**config.mk**
```make
export PLATFORM = sky130hd
export DESIGN_NAME = timer_table_periodic_oneshot_core
export DESIGN_NICKNAME = d
export VERILOG_FILES = /design/src/design/ttpo_pkg.sv /design/src/design/timer_table_periodic_oneshot_core.sv
export VERILOG_INCLUDE_DIRS = /design/src /design/src/design
export SDC_FILE = /design/constraint.sdc
export NUM_CORES = 2
export LEC_CHECK = 0
export BUFFER_PORTS_ARGS = -buffer_cell sky130_fd_sc_hd__buf_2
export CORE_ASPECT_RATIO = 2
export CORE_MARGIN = 2
export CORE_UTILIZATION = 62
export CTS_CLUSTER_DIAMETER = 200
export DETAILED_ROUTE_END_ITERATION = 6
export PLACE_DENSITY_LB_ADDON = 0.05
export SLEW_MARGIN = 20
export SYNTH_ARGS = -nofsm -noshare
export SYNTH_HDL_FRONTEND = slang
export SYNTH_SLANG_ARGS = --single-unit
```
**constraint.sdc**
```tcl
create_clock -name clk -period 12.6 [get_ports clk]
set_clock_uncertainty 0.1 [all_clocks]
set_input_delay 1.89 -clock clk [delete_from_list [all_inputs] [get_ports clk]]
set_output_delay 1.89 -clock clk [all_outputs]
set_load 0.01 [all_outputs]
```
**src/design/timer_table_periodic_oneshot_core_defines.svh**
```systemverilog
// Assertion macros for the timer table core.
`ifndef TIMER_TABLE_PERIODIC_ONESHOT_CORE_DEFINES_SVH
`define TIMER_TABLE_PERIODIC_ONESHOT_CORE_DEFINES_SVH

// Same-cycle implication, checked out of reset.
`define TTPO_ASSERT_NOW(lbl, ante, cons, msg) \
	lbl: assert property (@(posedge clk) disable iff (!arst_n) (ante) |-> (cons)) \
		else $error(msg);

// Next-cycle implication, checked out of reset.
`define TTPO_ASSERT_NEXT(lbl, ante, cons, msg) \
	lbl: assert property (@(posedge clk) disable iff (!arst_n) (ante) |=> (cons)) \
		else $error(msg);

`endif

```
**src/design/ttpo_pkg.sv**
```systemverilog
package ttpo_pkg;

	localparam int NUM_SLOTS = 16;
	localparam int SLOT_W = (NUM_SLOTS > 1) ? $clog2(NUM_SLOTS) : 1;
	localparam int CNT_W = $clog2(NUM_SLOTS + 1);

	localparam int TIME_W = 40;
	localparam int ID_W = 4;
	localparam int MODE_W = 2;
	localparam int STATUS_W = 3;

	typedef enum logic [MODE_W-1:0] {
		MODE_TICK = 2'd0,
		MODE_REG_PERIODIC = 2'd1,
		MODE_REG_ONESHOT = 2'd2,
		MODE_UNREG = 2'd3
	} mode_t;

	localparam logic [STATUS_W-1:0] STATUS_FIRED = 3'd0;
	localparam logic [STATUS_W-1:0] STATUS_NONE_FIRED = 3'd1;
	localparam logic [STATUS_W-1:0] STATUS_REGISTERED = 3'd2;
	localparam logic [STATUS_W-1:0] STATUS_FULL = 3'd3;
	localparam logic [STATUS_W-1:0] STATUS_REMOVED = 3'd4;
	localparam logic [STATUS_W-1:0] STATUS_NOT_ACTIVE = 3'd5;

endpackage

```
**src/design/timer_table_periodic_oneshot_core.sv**
```systemverilog
// Tick: every slot is scanned and a last result word ends it, after the top slot's compare if
// that slot is active; busy throughout. One table entry is read per cycle into a single comparator.
// Register: one slot is checked per cycle for the lowest free one.
// Unregister: result in the cycle after start, busy stays low, so it sustains one per cycle.
// Results are shown for one cycle under done; the receiver cannot stall.
// Reset (arst_n low, asynchronous) frees every slot and returns the sequencer to idle.
`include "timer_table_periodic_oneshot_core_defines.svh"

module timer_table_periodic_oneshot_core
	import ttpo_pkg::*;
(
	input  logic                clk,
	input  logic                arst_n,
	input  logic                start,
	output logic                busy,
	input  logic [MODE_W-1:0]   mode,
	input  logic [TIME_W-1:0]   now_time,
	input  logic [TIME_W-1:0]   duration,
	input  logic [ID_W-1:0]     timer_id,
	output logic                done,
	output logic [ID_W-1:0]     timer_id_res,
	output logic [STATUS_W-1:0] status,
	output logic                last
);

	typedef enum logic [1:0] {
		S_IDLE,
		S_TICK,
		S_REG
	} state_t;

	state_t                 state_q;
	logic [CNT_W-1:0]       cnt_q;
	logic [NUM_SLOTS-1:0]   active_q;
	logic [TIME_W-1:0]      now_q;
	logic [TIME_W-1:0]      dur_q;
	logic                   oneshot_q;
	logic                   pend_vld_q;
	logic [SLOT_W-1:0]      pend_id_q;

	logic                   ev_vld_s1;
	logic [SLOT_W-1:0]      ev_idx_s1;
	logic [TIME_W-1:0]      rd_start_s1;
	logic [TIME_W-1:0]      rd_period_s1;
	logic                   rd_oneshot_s1;

	logic [TIME_W-1:0]      mem_start [NUM_SLOTS];
	logic [TIME_W-1:0]      mem_period [NUM_SLOTS];
	logic                   mem_oneshot [NUM_SLOTS];

	logic [SLOT_W-1:0]      scan_idx;
	logic                   scan_end;
	logic [TIME_W-1:0]      elapsed;
	logic                   fire;
	logic                   accept;
	logic                   tid_ok;
	logic [SLOT_W-1:0]      tid_slot;
	logic                   we_start;
	logic                   we_all;
	logic [SLOT_W-1:0]      wr_addr;
	logic [TIME_W-1:0]      wr_start;

	assign busy     = (state_q != S_IDLE);
	assign accept   = start && !busy;
	assign scan_idx = cnt_q[SLOT_W-1:0];
	assign scan_end = (cnt_q == CNT_W'(NUM_SLOTS));
	assign elapsed  = now_q - rd_start_s1;
	assign fire     = ev_vld_s1 && (elapsed >= rd_period_s1);
	assign tid_slot = SLOT_W'(timer_id);
	assign tid_ok   = (int'(timer_id) < NUM_SLOTS) && active_q[tid_slot];

	// The table takes one write per cycle: a new registration, or a periodic slot
	// advancing its start after it fired.
	always_comb begin
		we_start = 1'b0;
		we_all   = 1'b0;
		wr_addr  = scan_idx;
		wr_start = now_q;
		if (state_q == S_REG && !scan_end && !active_q[scan_idx]) begin
			we_all = 1'b1;
		end else if (state_q == S_TICK && fire && !rd_oneshot_s1) begin
			we_start = 1'b1;
			wr_addr  = ev_idx_s1;
			wr_start = rd_start_s1 + rd_period_s1;
		end
	end

	always_ff @(posedge clk) begin
		if (we_all || we_start) begin
			mem_start[wr_addr] <= wr_start;
		end
		if (we_all) begin
			mem_period[wr_addr]  <= dur_q;
			mem_oneshot[wr_addr] <= oneshot_q;
		end
		rd_start_s1   <= mem_start[scan_idx];
		rd_period_s1  <= mem_period[scan_idx];
		rd_oneshot_s1 <= mem_oneshot[scan_idx];
	end

	always_ff @(posedge clk or negedge arst_n) begin
		if (!arst_n) begin
			state_q      <= S_IDLE;
			cnt_q        <= '0;
			active_q     <= '0;
			now_q        <= '0;
			dur_q        <= '0;
			oneshot_q    <= 1'b0;
			pend_vld_q   <= 1'b0;
			pend_id_q    <= '0;
			ev_vld_s1    <= 1'b0;
			ev_idx_s1    <= '0;
			done         <= 1'b0;
			timer_id_res <= '0;
			status       <= STATUS_NONE_FIRED;
			last         <= 1'b0;
		end else begin
			done <= 1'b0;
			case (state_q)
				S_IDLE: begin
					ev_vld_s1 <= 1'b0;
					if (accept) begin
						now_q      <= now_time;
						dur_q      <= duration;
						oneshot_q  <= (mode_t'(mode) == MODE_REG_ONESHOT);
						cnt_q      <= '0;
						pend_vld_q <= 1'b0;
						case (mode_t'(mode))
							MODE_TICK: begin
								state_q <= S_TICK;
							end
							MODE_REG_PERIODIC, MODE_REG_ONESHOT: begin
								state_q <= S_REG;
							end
							MODE_UNREG: begin
								done         <= 1'b1;
								last         <= 1'b1;
								timer_id_res <= timer_id;
								if (tid_ok) begin
									active_q[tid_slot] <= 1'b0;
									status             <= STATUS_REMOVED;
								end else begin
									status <= STATUS_NOT_ACTIVE;
								end
							end
							default: begin
								state_q <= S_IDLE;
							end
						endcase
					end
				end
				S_TICK: begin
					if (!scan_end) begin
						ev_vld_s1 <= active_q[scan_idx];
						ev_idx_s1 <= scan_idx;
						cnt_q     <= cnt_q + 1'b1;
					end else begin
						ev_vld_s1 <= 1'b0;
					end
					// A fired slot is held back one step so that last can be set on
					// the final one.
					if (fire) begin
						pend_vld_q <= 1'b1;
						pend_id_q  <= ev_idx_s1;
						if (rd_oneshot_s1) begin
							active_q[ev_idx_s1] <= 1'b0;
						end
						if (pend_vld_q) begin
							done         <= 1'b1;
							last         <= 1'b0;
							status       <= STATUS_FIRED;
							timer_id_res <= ID_W'(pend_id_q);
						end
					end
					if (scan_end && !ev_vld_s1) begin
						state_q <= S_IDLE;
						done    <= 1'b1;
						last    <= 1'b1;
						if (pend_vld_q) begin
							status       <= STATUS_FIRED;
							timer_id_res <= ID_W'(pend_id_q);
						end else begin
							status       <= STATUS_NONE_FIRED;
							timer_id_res <= '0;
						end
					end
				end
				S_REG: begin
					if (scan_end) begin
						state_q      <= S_IDLE;
						done         <= 1'b1;
						last         <= 1'b1;
						status       <= STATUS_FULL;
						timer_id_res <= '0;
					end else if (!active_q[scan_idx]) begin
						active_q[scan_idx] <= 1'b1;
						state_q            <= S_IDLE;
						done               <= 1'b1;
						last               <= 1'b1;
						status             <= STATUS_REGISTERED;
						timer_id_res       <= ID_W'(scan_idx);
					end else begin
						cnt_q <= cnt_q + 1'b1;
					end
				end
				default: begin
					state_q <= S_IDLE;
				end
			endcase
		end
	end

	`TTPO_ASSERT_NOW(a_more_words_follow, done && !last, busy, "word without last while idle")
	`TTPO_ASSERT_NOW(a_idle_stage_empty, state_q == S_IDLE, !ev_vld_s1, "scan stage occupied in idle")
	`TTPO_ASSERT_NEXT(a_tick_goes_busy, accept && mode_t'(mode) == MODE_TICK, busy, "tick not started")
	`TTPO_ASSERT_NOW(a_fire_only_in_tick, fire, state_q == S_TICK, "slot evaluated outside a tick")

endmodule
```
==> out/qor.txt <==
Cell Area, Placed: 63600 µm²
drt pass-1 iters: 6
initial core utilization: 62.3%
Most common cell on crit path: a21o_1
Core Util, Final: 69.2%
DR vias: 31100
Critical-path top delay cell: buf_4
minimum clock period: 7500 ps
antenna violations before repair: 8
YS warnings: 0
synth top area cells: edfxtp_1 (64%), mux4_2 (15%), dfrtp_1 (5.0%), dfxtp_1 (2.6%), ha_1 (2.6%)
worst reg2reg path depth: 28
vias in the first global route: 32400
Clk Latency, worst-skew pair: 780 ps
wire length per cell: 30.3 µm
placed cells: 4476
period utilization: 59.5%
Worst EP required: 12880 ps
CP Buf/Inv Count: 3
Post-synth EDFFs: 1296
die width: 226 µm
status: completed
clock sink count: 1500
Core Rows: 163
Hold Violations, Final: 0
vias per inst: 6.57
RSZ-0062 raised after global routing: false
Synth Instances: 3131
Final Max Slew Viols: 0
post-synth top area cell: edfxtp_1
# H-tree levels: 4
clk buf depth: 3
power per cell area: 251 nW/µm²
Critical R2R Launch: now_q[0]
WP depth: 28
CTS tree: built
Async SR Flop Fraction: 8.20%
GRT Overall Usage: 29.4%
syn nets: 3351
HPWL after detailed placement: 81.8 mm
DRC Markers: 0
post_cts resized: 0
Tightest Pin Transition: 1090 ps
CP max FO: 40
setup bufs post-CTS: 0
worst setup path startpoint: now_q[0]
Setup Viol. Count Final: 0
Worst Path Arrival: 7770 ps
top cell type's share of synthesized area: 63.6%
CP delay by family, top: compound AO/OA/AOI/OAI gates
Post-Syn Area: 61200 µm²
starting DRC count in detailed routing: 3055
Crit Reg-Reg Endpoint: mem_start[3][5]
Die Y: 448 µm
first-pass GRT wire length: 211 mm
area delta synth->final: 11.1%
fin cells: 4731
R2R setup slack: 5100 ps
I/O pin cnt: 99
syn avg cell area: 19.5 µm²
GRT overflow: 0
Clock Pin Slew Worst Setup and Hold Paths: 70 ps
Peak VDD IR: 0.175 mV
Root Buffer: clkbuf_16
Finished Cell Area: 68000 µm²
NumNets Final: 3522
Leakage: 22.8 nW
count of input and output buffers: 98
core area: 98300 µm²
relative slew slack: 27.1%
# hold bufs at CTS: 0
wirelength, routed: 144 mm
CP endpoint: mem_start[3][5]
WS Path Type: reg -> reg
Startpoint Class: flip-flop
area of the die: 101000 µm²
TNS Setup: 0 ps
Final Wtd Congestion: 0.903
Min Hold Slack: 397 ps
CTS Buf Count: 130
register area share after synthesis: 71.3%
layout cells sized above 1: 28.1%
Worst Setup End Kind: flip-flop
largest net degree at the start of global routing: 129
ANT nets after route: 0
Yosys cell types: 80
# Max-Cap Violations: 0
CP peak stage delay: 780 ps
flops & latches, synth: 1500
antenna cells: 0
ys flop type: edfxtp_1
FMAX: 133 MHz
Min-Delay Path Class: reg -> reg
[routing by layer]
metal / part of all wire (%) / up-vias / wire (µm) / global-route usage (%)
li1: - / 13100 / - / -
met1: 37 / 16500 / 52900 / 37.7
met2: 53 / 1230 / 76200 / 51.0
met3: 6.5 / 323 / 9300 / 4.47
met4: 3.5 / 12 / 5090 / 11.0
met5: 0.052 / - / 74 / 0
[per-stage QoR]
step                power (mW)  setup slack, ps
floorplan                 11.3             5450
global placement          13.0             5090
detailed placement        13.1             4890
CTS                       17.1             4820
global route              17.9             4760
finish                    17.1             5100
[cell usage in the layout, fill, tap and decap left out, types with 14 or more instances in the layout]
cell type  netlist  layout
nand2_1        109     108
nand2b_1        20      20
nor2_1          63      47
nand4_1         15      15
mux2_2          85      85
clkbuf_1        87      26
inv_1          108     108
a21oi_1         95      95
edfxtp_1      1296    1296
xor2_1          30      30
o21ai_2         12      14
ha_1           129     129
dfrtp_1        122     118
dfxtp_1         81      81
a21o_1          65      65
clkinv_2         0      23
mux4_2         415     415
clkinv_1         1      17
o21ai_0         79      58
o22ai_4          0      16
buf_2            8      98
o21ai_1          9      28
clkbuf_16        0     132
nand3_1         25      24
o22ai_1         32      16
xnor2_1         42      42
nor2_4           1      17
buf_4            3      58
[synth_stat cells (4+ instances only)]
cell type  count
o21a_1        13
a21oi_2       11
inv_1        108
edfxtp_1    1296
a21o_1        65
o21bai_1       9
a221oi_1       4
mux4_2       415
a21oi_1       95
buf_6          4
buf_1         25
mux2_2        85
o21ai_0       79
clkbuf_1      87
nor2b_1       12
o21ai_1        9
dfrtp_1      122
a211oi_1       5
a31oi_1        9
nand3_1       25
and3_1         9
xor2_1        30
mux2_1         7
nor2_1        63
o21ai_2       12
ha_1         129
nand2_1      109
xnor2_1       42
dfxtp_1       81
or3_1          8
a22o_1         4
o22ai_1       32
nor3_1         6
or2_2          9
buf_2          8
nand2b_1      20
nand4_1       15
and2_1         4
[final cells by class]
type / instances / area, µm²
sequential: 1500 / 43600
clock buffer: 162 / 3460
inverter: 109 / 409
fill: 6273 / 30300
multi-input combinational: 1394 / 17000
timing repair buffer: 167 / 1080
clock inverter: 79 / 749
tap: 1320 / 1650
[power breakdown]
group,switching (mW),internal (mW)
clock network,1.80,2.18
logic,3.31,2.63
registers,0.653,6.52
total,5.76,11.3
[sequential cells by signal, indices dropped and copies added, names as in the netlist, 2 cells and up]
register	count
mem_period	640
mem_start	640
dur_q	40
now_q	40
rd_period_s1	40
rd_start_s1	40
active_q	16
mem_oneshot	16
cnt_q	5
ev_idx_s1	4
pend_id_q	4
timer_id_res	4
status	3
state_q	2
[cell families (layout without fill, tap and decap cells)]
kind of cell,Yosys count,after routing,synth area share [%]
flops,1500,1500,71.3
mux,508,508,17.0
compound gates,389,389,4.16
simple gates,294,294,2.31
buf+inv,237,517,1.54
fa+ha+maj,131,131,2.70
xor+xnor,72,72,1.03
[worst min path at each step]
stage,from,cells past startpoint,endpoint
final,timer_id_res[3],1,timer_id_res[3]
after global routing,timer_id_res[1],1,timer_id_res[1]
after CTS,timer_id_res[3],1,timer_id_res[3]
after detailed placement,timer_id_res[3],1,timer_id_res[3]
after global placement,timer_id_res[2],1,timer_id_res[2]
after floorplan,cnt_q[4],1,cnt_q[4]
Note: power is estimated with default switching activity, not from simulation.
